[src/rtl/bfc_pkg.sv]
// Package for the Boolean function completeness checker.
// Holds beat layouts and class flag positions; depends on nothing.
`default_nettype none

package bfc_pkg;

  localparam int ARITY_W     = 3;
  localparam int TABLE_W     = 64;
  localparam int IN_TDATA_W  = 72;  // arity + table, filled to whole bytes
  localparam int OUT_TDATA_W = 8;   // five class flags + verdict, filled
  localparam int NUM_CLASSES = 5;

  // Bit positions of the class flags in the running flags and in m_tdata
  localparam int FLAG_KEEPS_ZERO = 0;
  localparam int FLAG_KEEPS_ONE  = 1;
  localparam int FLAG_SELF_DUAL  = 2;
  localparam int FLAG_MONOTONE   = 3;
  localparam int FLAG_LINEAR     = 4;
  localparam int BIT_SET_COMPLETE = 5;

  typedef logic [NUM_CLASSES-1:0] class_flags_t;

endpackage

`default_nettype wire

[src/rtl/boolean_function_completeness.sv]
// Top level of the Boolean function completeness checker (Post criterion).
// Depends on bfc_pkg for beat layouts and class flag positions.
//
// Usage:
//   Slave stream s_*: one beat per Boolean function. s_tdata holds, from the
//   lowest bit up, arity (3 bits) and truth_table (64 bits), then zero fill.
//   s_tlast is last_function: it closes the current set of functions.
//   Master stream m_*: one beat per function. m_tdata holds, from the lowest
//   bit up, keeps_zero, keeps_one, self_dual, monotone, linear, set_complete,
//   then zero fill. m_tlast is set_end, the echo of last_function.
//   set_complete is meaningful only on a set_end beat and reads 0 otherwise.
// Timing:
//   A beat accepted into the input register has its class checks run in
//   combinational logic and lands in the result register once that register
//   is free; m_tvalid rises when the beat lands there.
//   One function per cycle is sustained while m_tready stays high; the rate
//   is set by the single combinational pass between the input and result registers.
// Reset and stalls:
//   rst (synchronous, active high) empties both registers and sets the
//   running class flags to all ones. When the receiver holds m_tready low,
//   the result register holds its beat and the input register still takes
//   one more beat before s_tready drops.
`default_nettype none

module boolean_function_completeness #(
  parameter int MAX_ARITY = 6
) (
  input  wire logic                           clk,
  input  wire logic                           rst,
  input  wire logic                           s_tvalid,
  output logic                                s_tready,
  // [2:0] arity, [66:3] truth_table, [71:67] zero
  input  wire logic [bfc_pkg::IN_TDATA_W-1:0] s_tdata,
  input  wire logic                           s_tlast,
  output logic                                m_tvalid,
  input  wire logic                           m_tready,
  // [0] keeps_zero, [1] keeps_one, [2] self_dual, [3] monotone, [4] linear,
  // [5] set_complete, [7:6] zero
  output logic [bfc_pkg::OUT_TDATA_W-1:0]     m_tdata,
  output logic                                m_tlast
);

  localparam int TW = 1 << MAX_ARITY;   // table bits that matter
  localparam int AW = bfc_pkg::ARITY_W;

  // Input register
  logic          in_valid;
  logic [AW-1:0] in_arity;
  logic [TW-1:0] in_table;
  logic          in_last;

  // Running class flags over the current set
  bfc_pkg::class_flags_t running;

  logic out_free;
  logic load_out;

  assign out_free = !m_tvalid || m_tready;
  assign load_out = in_valid && out_free;
  assign s_tready = !in_valid || load_out;

  always_ff @(posedge clk) begin
    if (rst) begin
      in_valid <= 1'b0;
    end else if (s_tready) begin
      in_valid <= s_tvalid;
    end
  end

  always_ff @(posedge clk) begin
    if (s_tready && s_tvalid) begin
      in_arity <= s_tdata[AW-1:0];
      in_table <= s_tdata[AW +: TW];
      in_last  <= s_tlast;
    end
  end

  // Class checks on the held function
  logic [AW-1:0]         n;
  logic [MAX_ARITY:0]    size;
  logic [MAX_ARITY-1:0]  top;
  logic [TW-1:0]         span;
  logic [TW-1:0]         t;
  logic [TW-1:0]         rev;
  logic [TW-1:0]         viol;
  logic [TW-1:0]         anf;
  logic [TW-1:0]         lin_ok;
  logic [TW-1:0]         var_mask [MAX_ARITY];
  bfc_pkg::class_flags_t here;
  bfc_pkg::class_flags_t merged;

  always_comb begin
    // Saturate the arity
    if (in_arity > AW'(MAX_ARITY)) n = AW'(MAX_ARITY);
    else                           n = in_arity;

    size = (MAX_ARITY+1)'(1) << n;
    top  = MAX_ARITY'(size - (MAX_ARITY+1)'(1));

    for (int k = 0; k < TW; k++) begin
      span[k] = (k < int'(size));
    end
    for (int i = 0; i < MAX_ARITY; i++) begin
      for (int k = 0; k < TW; k++) begin
        var_mask[i][k] = ((k >> i) & 1) != 0;
      end
    end

    t = in_table & span;

    // Complemented assignment: swap halves for each variable in use
    rev = t;
    for (int i = 0; i < MAX_ARITY; i++) begin
      if (i < int'(n)) begin
        rev = ((rev & var_mask[i]) >> (1 << i)) | ((rev & ~var_mask[i]) << (1 << i));
      end
    end

    // Monotone violations: value drops when a variable goes from 0 to 1
    viol = '0;
    for (int i = 0; i < MAX_ARITY; i++) begin
      if (i < int'(n)) begin
        viol = viol | ((t << (1 << i)) & ~t & var_mask[i]);
      end
    end

    // Zhegalkin coefficients, one butterfly level per variable
    anf = t;
    lin_ok = TW'(1);
    for (int i = 0; i < MAX_ARITY; i++) begin
      if (i < int'(n)) begin
        anf = anf ^ ((anf << (1 << i)) & var_mask[i]);
        lin_ok[1 << i] = 1'b1;
      end
    end

    here[bfc_pkg::FLAG_KEEPS_ZERO] = !t[0];
    here[bfc_pkg::FLAG_KEEPS_ONE]  = t[top];
    here[bfc_pkg::FLAG_SELF_DUAL]  = (n != '0) && (((t ^ rev) & span) == span);
    here[bfc_pkg::FLAG_MONOTONE]   = (viol & span) == '0;
    here[bfc_pkg::FLAG_LINEAR]     = (anf & span & ~lin_ok) == '0;

    merged = running & here;
  end

  // Result register and running flags advance together
  always_ff @(posedge clk) begin
    if (rst) begin
      m_tvalid <= 1'b0;
      running  <= '1;
    end else begin
      if (out_free) begin
        m_tvalid <= in_valid;
      end
      if (load_out) begin
        // Restart the set after its closing function
        running <= in_last ? bfc_pkg::class_flags_t'('1) : merged;
      end
    end
  end

  always_ff @(posedge clk) begin
    if (load_out) begin
      m_tdata <= {{(bfc_pkg::OUT_TDATA_W-bfc_pkg::NUM_CLASSES-1){1'b0}},
                  in_last && (merged == '0), here};
      m_tlast <= in_last;
    end
  end

endmodule

`default_nettype wire

[config.mk]
export PLATFORM = sky130hd
export DESIGN_NAME = boolean_function_completeness
export DESIGN_NICKNAME = d
export VERILOG_FILES = /design/src/rtl/bfc_pkg.sv /design/src/rtl/boolean_function_completeness.sv
export SDC_FILE = /design/constraint.sdc
export NUM_CORES = 1
export LEC_CHECK = 0
export ABC_AREA = 1
export BUFFER_PORTS_ARGS = -buffer_cell sky130_fd_sc_hd__buf_4
export CAP_MARGIN = 5
export CORE_AREA = 2 2 133 135
export CTS_BUF_LIST = sky130_fd_sc_hd__clkbuf_4
export DETAILED_ROUTE_END_ITERATION = 8
export DIE_AREA = 0 0 135 137
export PLACE_DENSITY = 0.69
export SKIP_LAST_GASP = 1
export SLEW_MARGIN = 5
export SYNTH_ARGS = -nofsm -noshare
export SYNTH_HDL_FRONTEND = slang
export SYNTH_SLANG_ARGS = --single-unit
[constraint.sdc]
create_clock -name clk -period 5 [get_ports clk]
set_input_delay 1 -clock clk [delete_from_list [all_inputs] [get_ports clk]]
set_output_delay 1 -clock clk [all_outputs]
set_load 0.01 [all_outputs]
==> flow_metrics.tcl <==
set metrics [dict create \
    final.setup.worst_slack_ps 794 \
    post_cts.repair.setup_buffers 0 \
    synth_top_area_cell "sky130_fd_sc_hd__edfxtp_1" \
    vias 8689 \
    yosys.area.top_type_share_pct 26.7 \
    synth-edff-count 75 \
    slew_viol_final 0 \
    number_of_cts_inserted_buffers 9 \
    cts_num_sinks 82 \
    grt_setup_unrepaired "no" \
    grt_first_pass_wirelength_um 47500 \
    dieHeight_um 137 \
    cp-startpoint "in_arity[1]" \
    synthesis.yosys.warnings 0 \
    timing.final.setup_violations 0 \
    clock_insertion_delay_worst_skew_ps 450 \
    flow.area_growth_from_synthesis_pct 10.9 \
    syn-cell-area_mm2 0.00843 \
    flop_and_latch_count_out_of_synthesis 82 \
    start_util_pct 49.4 \
    die_x_um 135 \
    max-clock-path-buffers 2 \
    worst_clock_skew_ps 23.7 \
    cts_tree "built" \
    cts-htree-levels 3 \
    remaining_drcs 0 \
    synth_cell_types 53 \
    placement.setup.worst_slack_ps 980 \
    async_reset_ff_share_pct 0 \
    coreArea_mm2 0.0171 \
    p_per_area_mw_per_mm2 227 \
    total_leakage_power_nw 4.78 \
    max-vdd-ir-drop_uv 193 \
    synth_top_cells_by_count "364 x sky130_fd_sc_hd__nand2_1, 184 x sky130_fd_sc_hd__inv_1, 103 x sky130_fd_sc_hd__nor2_1" \
    synthMostInstantiatedCell "sky130_fd_sc_hd__nand2_1" \
    post_route_cells_drive_above_1_share_pct 10.6 \
    post_cts_resize_count 0 \
    finalCritPeriodShare_pct 84.1 \
    route.detailed.vias_per_inst 5.58 \
    timing.max_slew.rel_slack_pct 35.4 \
    worstSetupStartpointType "flip-flop" \
    grt_busiest_layer "met2" \
    post-route-util_pct 54.8 \
    path_class "reg -> reg" \
    grt.total_usage_pct 35.1 \
    clkSlewWorstSetupHoldPaths_ps 140 \
    crit-reg2reg-launch "in_arity[1]" \
    grt.met1_usage_pct 46.3 \
    yosysSeqAreaShare_pct 28.4 \
    critical_path_arrival_ps 4440 \
    detailed_place.area_mm2 0.00921 \
    die_footprint_mm2 0.0185 \
    fin_worst_hold_slack_ps 479 \
    layout.nets 1464 \
    setup.worst_path.end_class "flip-flop" \
    worstPathRequired_ps 5230 \
    m3_gr_usage_pct 4.96 \
    timing.setup.tns_ps 0 \
    holdBufCountCts 0 \
    avgSynthCellArea_um2 6.72 \
    max-cap-violations 0 \
    grt_max_degree 50 \
    netlist_top_cells_area "sky130_fd_sc_hd__edfxtp_1 27%, sky130_fd_sc_hd__nand2_1 16%, sky130_fd_sc_hd__ha_1 9.2%" \
    grt_util_met2_pct 56.3 \
    wl_per_cell_um 20.5 \
    routabilityCongestion 1.07 \
    min-delay-path-class "reg -> reg" \
    crit_path_max_fanout 7 \
    final_design_area_no_fill_mm2 0.00935 \
    port_buffers 80 \
    detailedRoute.firstIterationViolations 934 \
    grt_pass1_vias 8022 \
    fmaxAchievable_ghz 0.238 \
    hold_start "running[0]" \
    detailedRoute.firstPassIterationCount 5 \
    clk_root_buffer_cell "sky130_fd_sc_hd__clkbuf_4" \
    gr-total-overflow 0 \
    routed_wirelength_um 31900 \
    hold_viol_final 0 \
    route.antenna.remaining_nets 0 \
    synth_top_flop_cell "sky130_fd_sc_hd__edfxtp_1" \
    std_cell_rows 48 \
    outcome "complete, no violations" \
    dpl.hpwl_um 26000 \
    i_o_pin_count 88 \
    final_period_minus_worst_setup_slack_ps 4210 \
    worst-slew-pin-transition_ps 956 \
    syn-instance-count 1255 \
    grt_antenna_before_repair 1 \
]
[layout make-up]
| type | instances | area [µm²] |
|---|---|---|
| flip-flops and latches | 82 | 2390 |
| clock inverters | 7 | 76.3 |
| clock buffers | 9 | 67.6 |
| inverters | 190 | 714 |
| diodes | 1 | 2.50 |
| fillers | 1746 | 7700 |
| well taps | 225 | 282 |
| multi-input cells | 945 | 5090 |
| repair buffers | 97 | 728 |
[sequential cells by signal (all words and copies together) (netlist names)]
register	count
running	5
in_last	1
in_valid	1
m_tdata	6
m_tvalid	1
in_arity	3
m_tlast	1
in_table	64
[kinds of logic after synthesis]
group                      synth area share, %
buffers and inverters                     11.3
adders and majority gates                 9.20
DFF                                       28.4
xor gates and xnor gates                  6.53
other                                   0.0445
AOI/OAI and AO/OA                         11.5
and+or+nand+nor                           33.1
[cell usage in the layout (no fill, tap or decap), types with 4 or more instances in the layout]
master / n
sky130_fd_sc_hd__nand2_1: 364
sky130_fd_sc_hd__inv_1: 183
sky130_fd_sc_hd__nor2_1: 103
sky130_fd_sc_hd__nand3_1: 98
sky130_fd_sc_hd__buf_4: 97
sky130_fd_sc_hd__edfxtp_1: 75
sky130_fd_sc_hd__o21ai_0: 73
sky130_fd_sc_hd__ha_1: 62
sky130_fd_sc_hd__a21oi_1: 47
sky130_fd_sc_hd__xor2_1: 43
sky130_fd_sc_hd__nor3_1: 20
sky130_fd_sc_hd__nand4_1: 20
sky130_fd_sc_hd__xnor2_1: 18
sky130_fd_sc_hd__nor4_1: 14
sky130_fd_sc_hd__nand2_2: 9
sky130_fd_sc_hd__clkbuf_4: 9
sky130_fd_sc_hd__o21ai_1: 8
sky130_fd_sc_hd__o22ai_1: 7
sky130_fd_sc_hd__dfxtp_1: 7
sky130_fd_sc_hd__inv_2: 6
sky130_fd_sc_hd__a31oi_1: 5
sky130_fd_sc_hd__o41ai_1: 5
sky130_fd_sc_hd__nor2_4: 4
sky130_fd_sc_hd__o211ai_1: 4
sky130_fd_sc_hd__nand3b_1: 4
[routing by layer]
layer  part of all wire [%]  vias to the layer above
met5                      0                        -
met4                    5.6                        0
met3                    8.3                       90
met2                     45                      433
met1                     41                     3906
li1                       -                     4260
[power breakdown]
part / switching (W) / total, W / internal, W
combinational: 0.000583 / 0.000885 / 0.000303
clock: 0.000239 / 0.000395 / 0.000156
sequential: 0.0000437 / 0.000838 / 0.000795
total: 0.000865 / 0.00212 / 0.00125
[critical path, stage by stage, from the launching register on]
cell                       delay, ps
sky130_fd_sc_hd__edfxtp_1        560
sky130_fd_sc_hd__inv_2           220
sky130_fd_sc_hd__nand2_2         160
sky130_fd_sc_hd__nand2_4         140
sky130_fd_sc_hd__nor2_1           50
sky130_fd_sc_hd__buf_4           150
sky130_fd_sc_hd__inv_1           200
sky130_fd_sc_hd__ha_1            310
sky130_fd_sc_hd__inv_1           200
sky130_fd_sc_hd__nand2_1          90
sky130_fd_sc_hd__nand3b_1         90
sky130_fd_sc_hd__nand2_1         160
sky130_fd_sc_hd__nand2_1         140
sky130_fd_sc_hd__nand3_1          90
sky130_fd_sc_hd__nand2_1         140
sky130_fd_sc_hd__nand2_1          70
sky130_fd_sc_hd__nand2_1          90
sky130_fd_sc_hd__nand2_1          70
sky130_fd_sc_hd__nand2_1         140
sky130_fd_sc_hd__nand4_1         100
sky130_fd_sc_hd__nor2_1          320
sky130_fd_sc_hd__nand4_1         130
sky130_fd_sc_hd__nand2_1         100
sky130_fd_sc_hd__nand3_1         110
sky130_fd_sc_hd__nand3_1          90
sky130_fd_sc_hd__inv_1            40
[path summary, 6_finish.rpt]
check | end | slack, ps | cells past startpoint
max reg2reg | m_tdata[5] | 790 | 25
min | running[0] | 480 | 2
max | m_tdata[5] | 790 | 25
min reg2reg | running[0] | 480 | 2
[metrics by stage]
stage	instances	total power [W]
floorplan	1256	0.00143
global placement	1539	0.00171
detailed placement	1539	0.00172
CTS	1555	0.00212
global route	1556	0.00226
finish	1556	0.00212
(Power assumes the default switching activity.)
